[src/rtl/dnsd_pkg.sv]
// Shared types and constants for the DNS name decompressor.
package dnsd_pkg;

  // Position registers cover the largest store plus one label overrun.
  localparam int POS_W = 15;

  localparam logic [7:0] PTR_TAG = 8'hC0;
  localparam logic [7:0] RSV_TAG = 8'h40;
  localparam logic [7:0] DOT_CHAR = 8'h2E;
  localparam logic [8:0] USED_MAX = 9'd255;

  localparam logic REQ_WRITE = 1'b0;
  localparam logic REQ_DECODE = 1'b1;

  typedef enum logic [1:0] {
    ST_OK   = 2'd0,
    ST_PTR  = 2'd1,
    ST_RSV  = 2'd2,
    ST_LONG = 2'd3
  } status_t;

  typedef enum logic [1:0] {
    RD_POS  = 2'd0,
    RD_NEXT = 2'd1,
    RD_COPY = 2'd2
  } rd_sel_t;

  typedef struct packed {
    logic       req_type;
    logic [8:0] byte_offset;
    logic [7:0] byte_value;
  } in_item_t;

  typedef struct packed {
    logic [63:0] name_chars;
    logic [3:0]  char_count;
    logic        last;
    logic [7:0]  consumed;
    logic [1:0]  status;
  } out_item_t;

  typedef struct packed {
    logic    wr_byte;
    logic    dec_start;
    rd_sel_t rd_sel;
    logic    take_label;
    logic    take_ptr;
    logic    take_term;
    logic    copy_char;
    logic    jump;
    logic    emit_row;
    logic    emit_err;
    status_t err_code;
  } cmd_t;

  typedef struct packed {
    logic pos_oob;
    logic b_zero;
    logic b_ptr;
    logic b_rsv;
    logic lab_long;
    logic lab_oob;
    logic ptr2_oob;
    logic ptr_bad;
    logic term_long;
    logic rem_last;
    logic row_last;
  } sts_t;

endpackage

[src/rtl/dnsd_ctrl.sv]
// Decode sequencer: walks labels and pointers, then emits the name rows or an error item.
module dnsd_ctrl (
  input  logic             clk,
  input  logic             rst_n,
  input  logic             start,
  input  logic             req_type,
  input  dnsd_pkg::sts_t   sts,
  output dnsd_pkg::cmd_t   cmd,
  output logic             busy
);

  typedef enum logic [6:0] {
    S_IDLE   = 7'b0000001,
    S_FETCH  = 7'b0000010,
    S_TYPE   = 7'b0000100,
    S_COPY   = 7'b0001000,
    S_PTR2   = 7'b0010000,
    S_OUT_RD = 7'b0100000,
    S_OUT_EM = 7'b1000000
  } state_t;

  state_t state_r, state_nxt;

  always_ff @(posedge clk) begin
    if (!rst_n) begin
      state_r <= S_IDLE;
    end else begin
      state_r <= state_nxt;
    end
  end

  assign busy = (state_r != S_IDLE);

  always_comb begin
    state_nxt = state_r;
    cmd = '0;
    cmd.rd_sel = dnsd_pkg::RD_POS;
    cmd.err_code = dnsd_pkg::ST_OK;
    case (state_r)
      S_IDLE: begin
        if (start) begin
          if (req_type == dnsd_pkg::REQ_WRITE) begin
            cmd.wr_byte = 1'b1;
          end else begin
            cmd.dec_start = 1'b1;
            state_nxt = S_FETCH;
          end
        end
      end
      S_FETCH: begin
        if (sts.pos_oob) begin
          cmd.emit_err = 1'b1;
          cmd.err_code = dnsd_pkg::ST_PTR;
          state_nxt = S_IDLE;
        end else begin
          cmd.rd_sel = dnsd_pkg::RD_POS;
          state_nxt = S_TYPE;
        end
      end
      S_TYPE: begin
        // pointer low byte and first label byte both sit at pos+1
        cmd.rd_sel = dnsd_pkg::RD_NEXT;
        if (sts.b_zero) begin
          if (sts.term_long) begin
            cmd.emit_err = 1'b1;
            cmd.err_code = dnsd_pkg::ST_LONG;
            state_nxt = S_IDLE;
          end else begin
            cmd.take_term = 1'b1;
            state_nxt = S_OUT_RD;
          end
        end else if (sts.b_ptr) begin
          if (sts.ptr2_oob) begin
            cmd.emit_err = 1'b1;
            cmd.err_code = dnsd_pkg::ST_PTR;
            state_nxt = S_IDLE;
          end else begin
            cmd.take_ptr = 1'b1;
            state_nxt = S_PTR2;
          end
        end else if (sts.b_rsv) begin
          cmd.emit_err = 1'b1;
          cmd.err_code = dnsd_pkg::ST_RSV;
          state_nxt = S_IDLE;
        end else if (sts.lab_long) begin
          cmd.emit_err = 1'b1;
          cmd.err_code = dnsd_pkg::ST_LONG;
          state_nxt = S_IDLE;
        end else if (sts.lab_oob) begin
          cmd.emit_err = 1'b1;
          cmd.err_code = dnsd_pkg::ST_PTR;
          state_nxt = S_IDLE;
        end else begin
          cmd.take_label = 1'b1;
          state_nxt = S_COPY;
        end
      end
      S_COPY: begin
        cmd.copy_char = 1'b1;
        cmd.rd_sel = dnsd_pkg::RD_COPY;
        if (sts.rem_last) begin
          state_nxt = S_FETCH;
        end
      end
      S_PTR2: begin
        if (sts.ptr_bad) begin
          cmd.emit_err = 1'b1;
          cmd.err_code = dnsd_pkg::ST_PTR;
          state_nxt = S_IDLE;
        end else begin
          cmd.jump = 1'b1;
          state_nxt = S_FETCH;
        end
      end
      S_OUT_RD: begin
        state_nxt = S_OUT_EM;
      end
      S_OUT_EM: begin
        cmd.emit_row = 1'b1;
        state_nxt = sts.row_last ? S_IDLE : S_OUT_RD;
      end
      default: begin
        state_nxt = S_IDLE;
      end
    endcase
  end

endmodule

[config.mk]
export PLATFORM = sky130hd
export DESIGN_NAME = dnsd_ctrl
export DESIGN_NICKNAME = d
export VERILOG_FILES = /design/src/rtl/dnsd_pkg.sv /design/src/rtl/dnsd_ctrl.sv
export SDC_FILE = /design/constraint.sdc
export NUM_CORES = 1
export LEC_CHECK = 0
export ABC_AREA = 1
export BUFFER_PORTS_ARGS = -buffer_cell sky130_fd_sc_hd__buf_2
export CAP_MARGIN = 5
export CORE_MARGIN = 4
export CORE_UTILIZATION = 45
export DETAILED_ROUTE_END_ITERATION = 7
export HOLD_SLACK_MARGIN = 0.03
export PLACE_DENSITY_LB_ADDON = 0.3
export RECOVER_POWER = 25
export SYNTH_ARGS = -nofsm -noshare
export SYNTH_HDL_FRONTEND = slang
export SYNTH_SLANG_ARGS = --single-unit
[constraint.sdc]
create_clock -name clk -period 1.3 [get_ports clk]
set_input_delay 0 -clock clk [delete_from_list [all_inputs] [get_ports clk]]
set_output_delay 0 -clock clk [all_outputs]
set_load 0.005 [all_outputs]
==> metrics.txt <==
# TYPE chip_impl_metric gauge
chip_impl_metric{name="final_layout_size_suffix_gt1_share",unit="%"} 58.1
chip_impl_metric{name="drt_drc_violations_left",unit=""} 0
chip_impl_metric{name="cts_max_level",unit=""} 1
chip_impl_metric{name="grt_usage",unit="%"} 20.0
chip_impl_metric{name="report.power.total",unit="mW"} 1.62
chip_impl_metric{name="routabilityCongestion",unit=""} 0.840
chip_impl_metric{name="syn-num-nets",unit=""} 122
chip_impl_metric{name="clock_transition_at_the_registers_of_the_reported_paths",unit="ps"} 50
chip_impl_info{name="crit_path_start_kind",value="flip-flop"} 1
chip_impl_metric{name="port_buffers",unit=""} 28
chip_impl_metric{name="maximum_number_of_pins_on_one_net_before_global_route_repair",unit=""} 7
chip_impl_metric{name="place.detailed.hpwl",unit="µm"} 1380
chip_impl_metric{name="worstMarginPinSlew",unit="ps"} 251
chip_impl_metric{name="drt_wl_total",unit="µm"} 2060
chip_impl_info{name="startpoint",value="state_r[3]"} 1
chip_impl_metric{name="ir_worst_vdd",unit="µV"} 827
chip_impl_metric{name="post-route-period-util",unit="%"} 105
chip_impl_info{name="mostFrequentLayoutCell",value="sky130_fd_sc_hd__buf_2"} 1
chip_impl_metric{name="vias_per_cell",unit=""} 4.79
chip_impl_metric{name="final_hold_viol_count",unit=""} 0
chip_impl_metric{name="rows",unit=""} 13
chip_impl_metric{name="post-route-worst-setup-slack",unit="ps"} -64.2
chip_impl_metric{name="synthCells",unit=""} 107
chip_impl_info{name="hold_start",value="sts[1]"} 1
chip_impl_info{name="worstHoldPathType",value="in -> reg"} 1
chip_impl_metric{name="design.final.nets",unit=""} 171
chip_impl_metric{name="design.portCount",unit=""} 29
chip_impl_metric{name="max_clock_freq",unit="MHz"} 733
chip_impl_info{name="grt_setup_unrepaired",value="true"} 1
chip_impl_metric{name="globalRouteOverflowTotal",unit=""} 0
chip_impl_metric{name="n_antenna_cell",unit=""} 0
chip_impl_info{name="largestRegisters",value="state_r (7)"} 1
chip_impl_metric{name="cts.sinks",unit=""} 7
chip_impl_metric{name="firstDrtPassIters",unit=""} 6
chip_impl_metric{name="synth_warnings",unit=""} 0
chip_impl_info{name="clock_tree.root_cell",value="sky130_fd_sc_hd__clkbuf_4"} 1
chip_impl_metric{name="maxSlewViolCount",unit=""} 0
chip_impl_metric{name="grt_pass1_vias",unit=""} 767
chip_impl_metric{name="die_height",unit="µm"} 45.6
chip_impl_metric{name="crit_fanout",unit=""} 5
chip_impl_info{name="most-common-layout-cells",value="sky130_fd_sc_hd__buf_2, sky130_fd_sc_hd__nor2_1, sky130_fd_sc_hd__nand2_1, sky130_fd_sc_hd__inv_1, sky130_fd_sc_hd__buf_4"} 1
chip_impl_metric{name="synth.avg_cell_area",unit="µm²"} 5.95
chip_impl_info{name="r2r-start",value="state_r[4]"} 1
chip_impl_metric{name="finClkSkew",unit="ps"} 2.24
chip_impl_info{name="registers.top_by_ff_count",value="state_r"} 1
chip_impl_metric{name="timing.max_slew.rel_slack",unit="%"} 83.2
chip_impl_metric{name="largest_register_ffs",unit=""} 7
chip_impl_metric{name="antenna_found_initial",unit=""} 0
chip_impl_metric{name="ant_nets",unit=""} 0
chip_impl_metric{name="synth_seq_area_share",unit="%"} 22.0
chip_impl_metric{name="timing.max_cap.violations",unit=""} 0
chip_impl_metric{name="detailedRoute.firstIterationViolations",unit=""} 16
chip_impl_metric{name="placeableCoreArea",unit="mm²"} 0.00132
chip_impl_info{name="tritoncts",value="yes"} 1
chip_impl_info{name="run_status",value="complete, but fails checks"} 1
chip_impl_info{name="crit_path_end_kind",value="output port"} 1
chip_impl_metric{name="finalSetupViolCount",unit=""} 10
chip_impl_info{name="path_class",value="reg -> out"} 1
chip_impl_metric{name="yosys.cell_types.count",unit=""} 20
chip_impl_metric{name="leakagePower",unit="nW"} 0.611
chip_impl_metric{name="netlist_area",unit="µm²"} 637
chip_impl_metric{name="initial_utilization",unit="%"} 48.3
chip_impl_metric{name="worstPathRequired",unit="ps"} 1300
chip_impl_metric{name="dp_worst_setup_slack",unit="ps"} 70.9
chip_impl_metric{name="final.hold.worst_slack",unit="ps"} 58.7
chip_impl_metric{name="pwr_density_cell",unit="mW/mm²"} 1570
chip_impl_metric{name="die_area",unit="mm²"} 0.00208
chip_impl_metric{name="cts_buffer_depth",unit=""} 2
chip_impl_metric{name="cts_buffers",unit=""} 3
chip_impl_metric{name="area_growth",unit="%"} 62.5
chip_impl_metric{name="drt-wirelength-per-cell",unit="µm"} 12.1
chip_impl_info{name="violated_checks",value="setup timing"} 1
chip_impl_metric{name="die_width",unit="µm"} 45.6
chip_impl_metric{name="final.min_clock_period",unit="ps"} 1360
chip_impl_metric{name="synth.ff_latch_count",unit=""} 7
chip_impl_metric{name="arrival_time_worst_endpoint",unit="ps"} 1360
chip_impl_metric{name="grt_pass1_wl",unit="µm"} 2970
chip_impl_metric{name="worst_skew_pair_later_pin_latency",unit="ps"} 260
chip_impl_metric{name="route.vias.total",unit=""} 814
[power by group]
group | switching (mW) | internal, mW
registers | 0.0557 | 0.284
clock network | 0.0841 | 0.117
logic | 0.631 | 0.447
[worst max-delay path: stages, from the launching register on]
cell and delay (ps):
sky130_fd_sc_hd__dfxtp_2 340, sky130_fd_sc_hd__inv_2 70, sky130_fd_sc_hd__nand2_2 70, sky130_fd_sc_hd__nor2_4 170, sky130_fd_sc_hd__nand2_4 80, sky130_fd_sc_hd__or2_4 240
sky130_fd_sc_hd__inv_2 60, sky130_fd_sc_hd__buf_6 80
[cells by family after synthesis]
logic type             Yosys count  share of synthesized area, %
and+or+nand+nor                 69                          57.4
DFF                              7                          22.0
buffers and inverters           24                          14.5
AOI/OAI and AO/OA                7                          6.09
[metrics by stage]
| step | setup TNS, ps | cells | utilization, % | cell area, µm² |
|---|---|---|---|---|
| 2_1_floorplan | 0 | 107 | - | 637 |
| 3_3_place_gp | 0 | 150 | 60.4 | 796 |
| 3_5_place_dp | 0 | 150 | 60.4 | 796 |
| 4_1_cts | -167 | 164 | 71.8 | 946 |
| 5_1_grt | -1280 | 170 | 78.5 | 1030 |
| 6_report | -307 | 170 | 78.5 | 1030 |
[worst paths after layout]
check | depth (start not counted) | slack (ps) | endpoint
hold reg to reg | 4 | 650 | state_r[5]
setup reg to reg | 11 | -30 | state_r[4]
hold / removal | 4 | 60 | state_r[3]
setup / recovery | 7 | -60 | cmd[8]
[what timing repair did]
| item | CTS | global route |
|---|---|---|
| setup endpoints to repair | 5 | 17 |
| pin swaps | 6 | 7 |
| hold endpoints to repair | 2 | 0 |
| setup buffers | 8 | 6 |
| hold buffers | 2 | 0 |
| cloned | 0 | 0 |
| gates resized for setup | 17 | 17 |
[cell usage after synthesis]
master / n / share of area [%]
sky130_fd_sc_hd__a21oi_1: 2 / 1.6
sky130_fd_sc_hd__a21oi_2: 1 / 1.4
sky130_fd_sc_hd__dfxtp_1: 7 / 22
sky130_fd_sc_hd__inv_1: 17 / 10
sky130_fd_sc_hd__inv_2: 6 / 3.5
sky130_fd_sc_hd__inv_4: 1 / 0.98
sky130_fd_sc_hd__nand2_1: 21 / 12
sky130_fd_sc_hd__nand2_2: 2 / 2.0
sky130_fd_sc_hd__nand2_4: 4 / 7.1
sky130_fd_sc_hd__nand3_1: 9 / 7.1
sky130_fd_sc_hd__nand3_4: 1 / 2.8
sky130_fd_sc_hd__nand3b_1: 1 / 1.2
sky130_fd_sc_hd__nor2_1: 22 / 13
sky130_fd_sc_hd__nor2_2: 4 / 3.9
sky130_fd_sc_hd__nor2_8: 1 / 3.1
sky130_fd_sc_hd__nor3_2: 1 / 1.6
sky130_fd_sc_hd__o21ai_0: 3 / 2.4
sky130_fd_sc_hd__o21ai_1: 1 / 0.79
sky130_fd_sc_hd__or2_1: 2 / 2.0
sky130_fd_sc_hd__or2_4: 1 / 1.4
[layout make-up]
class	count	area (µm²)
multi-input combinational	76	470
fill	97	283
timing repair buffer	44	275
sequential	7	149
inverter	24	95.1
clock buffer	4	26.3
tap	15	18.8
[routing by layer]
layer	vias up	share of wire, %	track usage, %
met5	-	0	0
met3	8	4.7	3.16
li1	418	-	-
met4	0	4.6	13.5
met2	30	54	36.2
met1	358	37	20.6
Power figures use the tool's default switching activity.
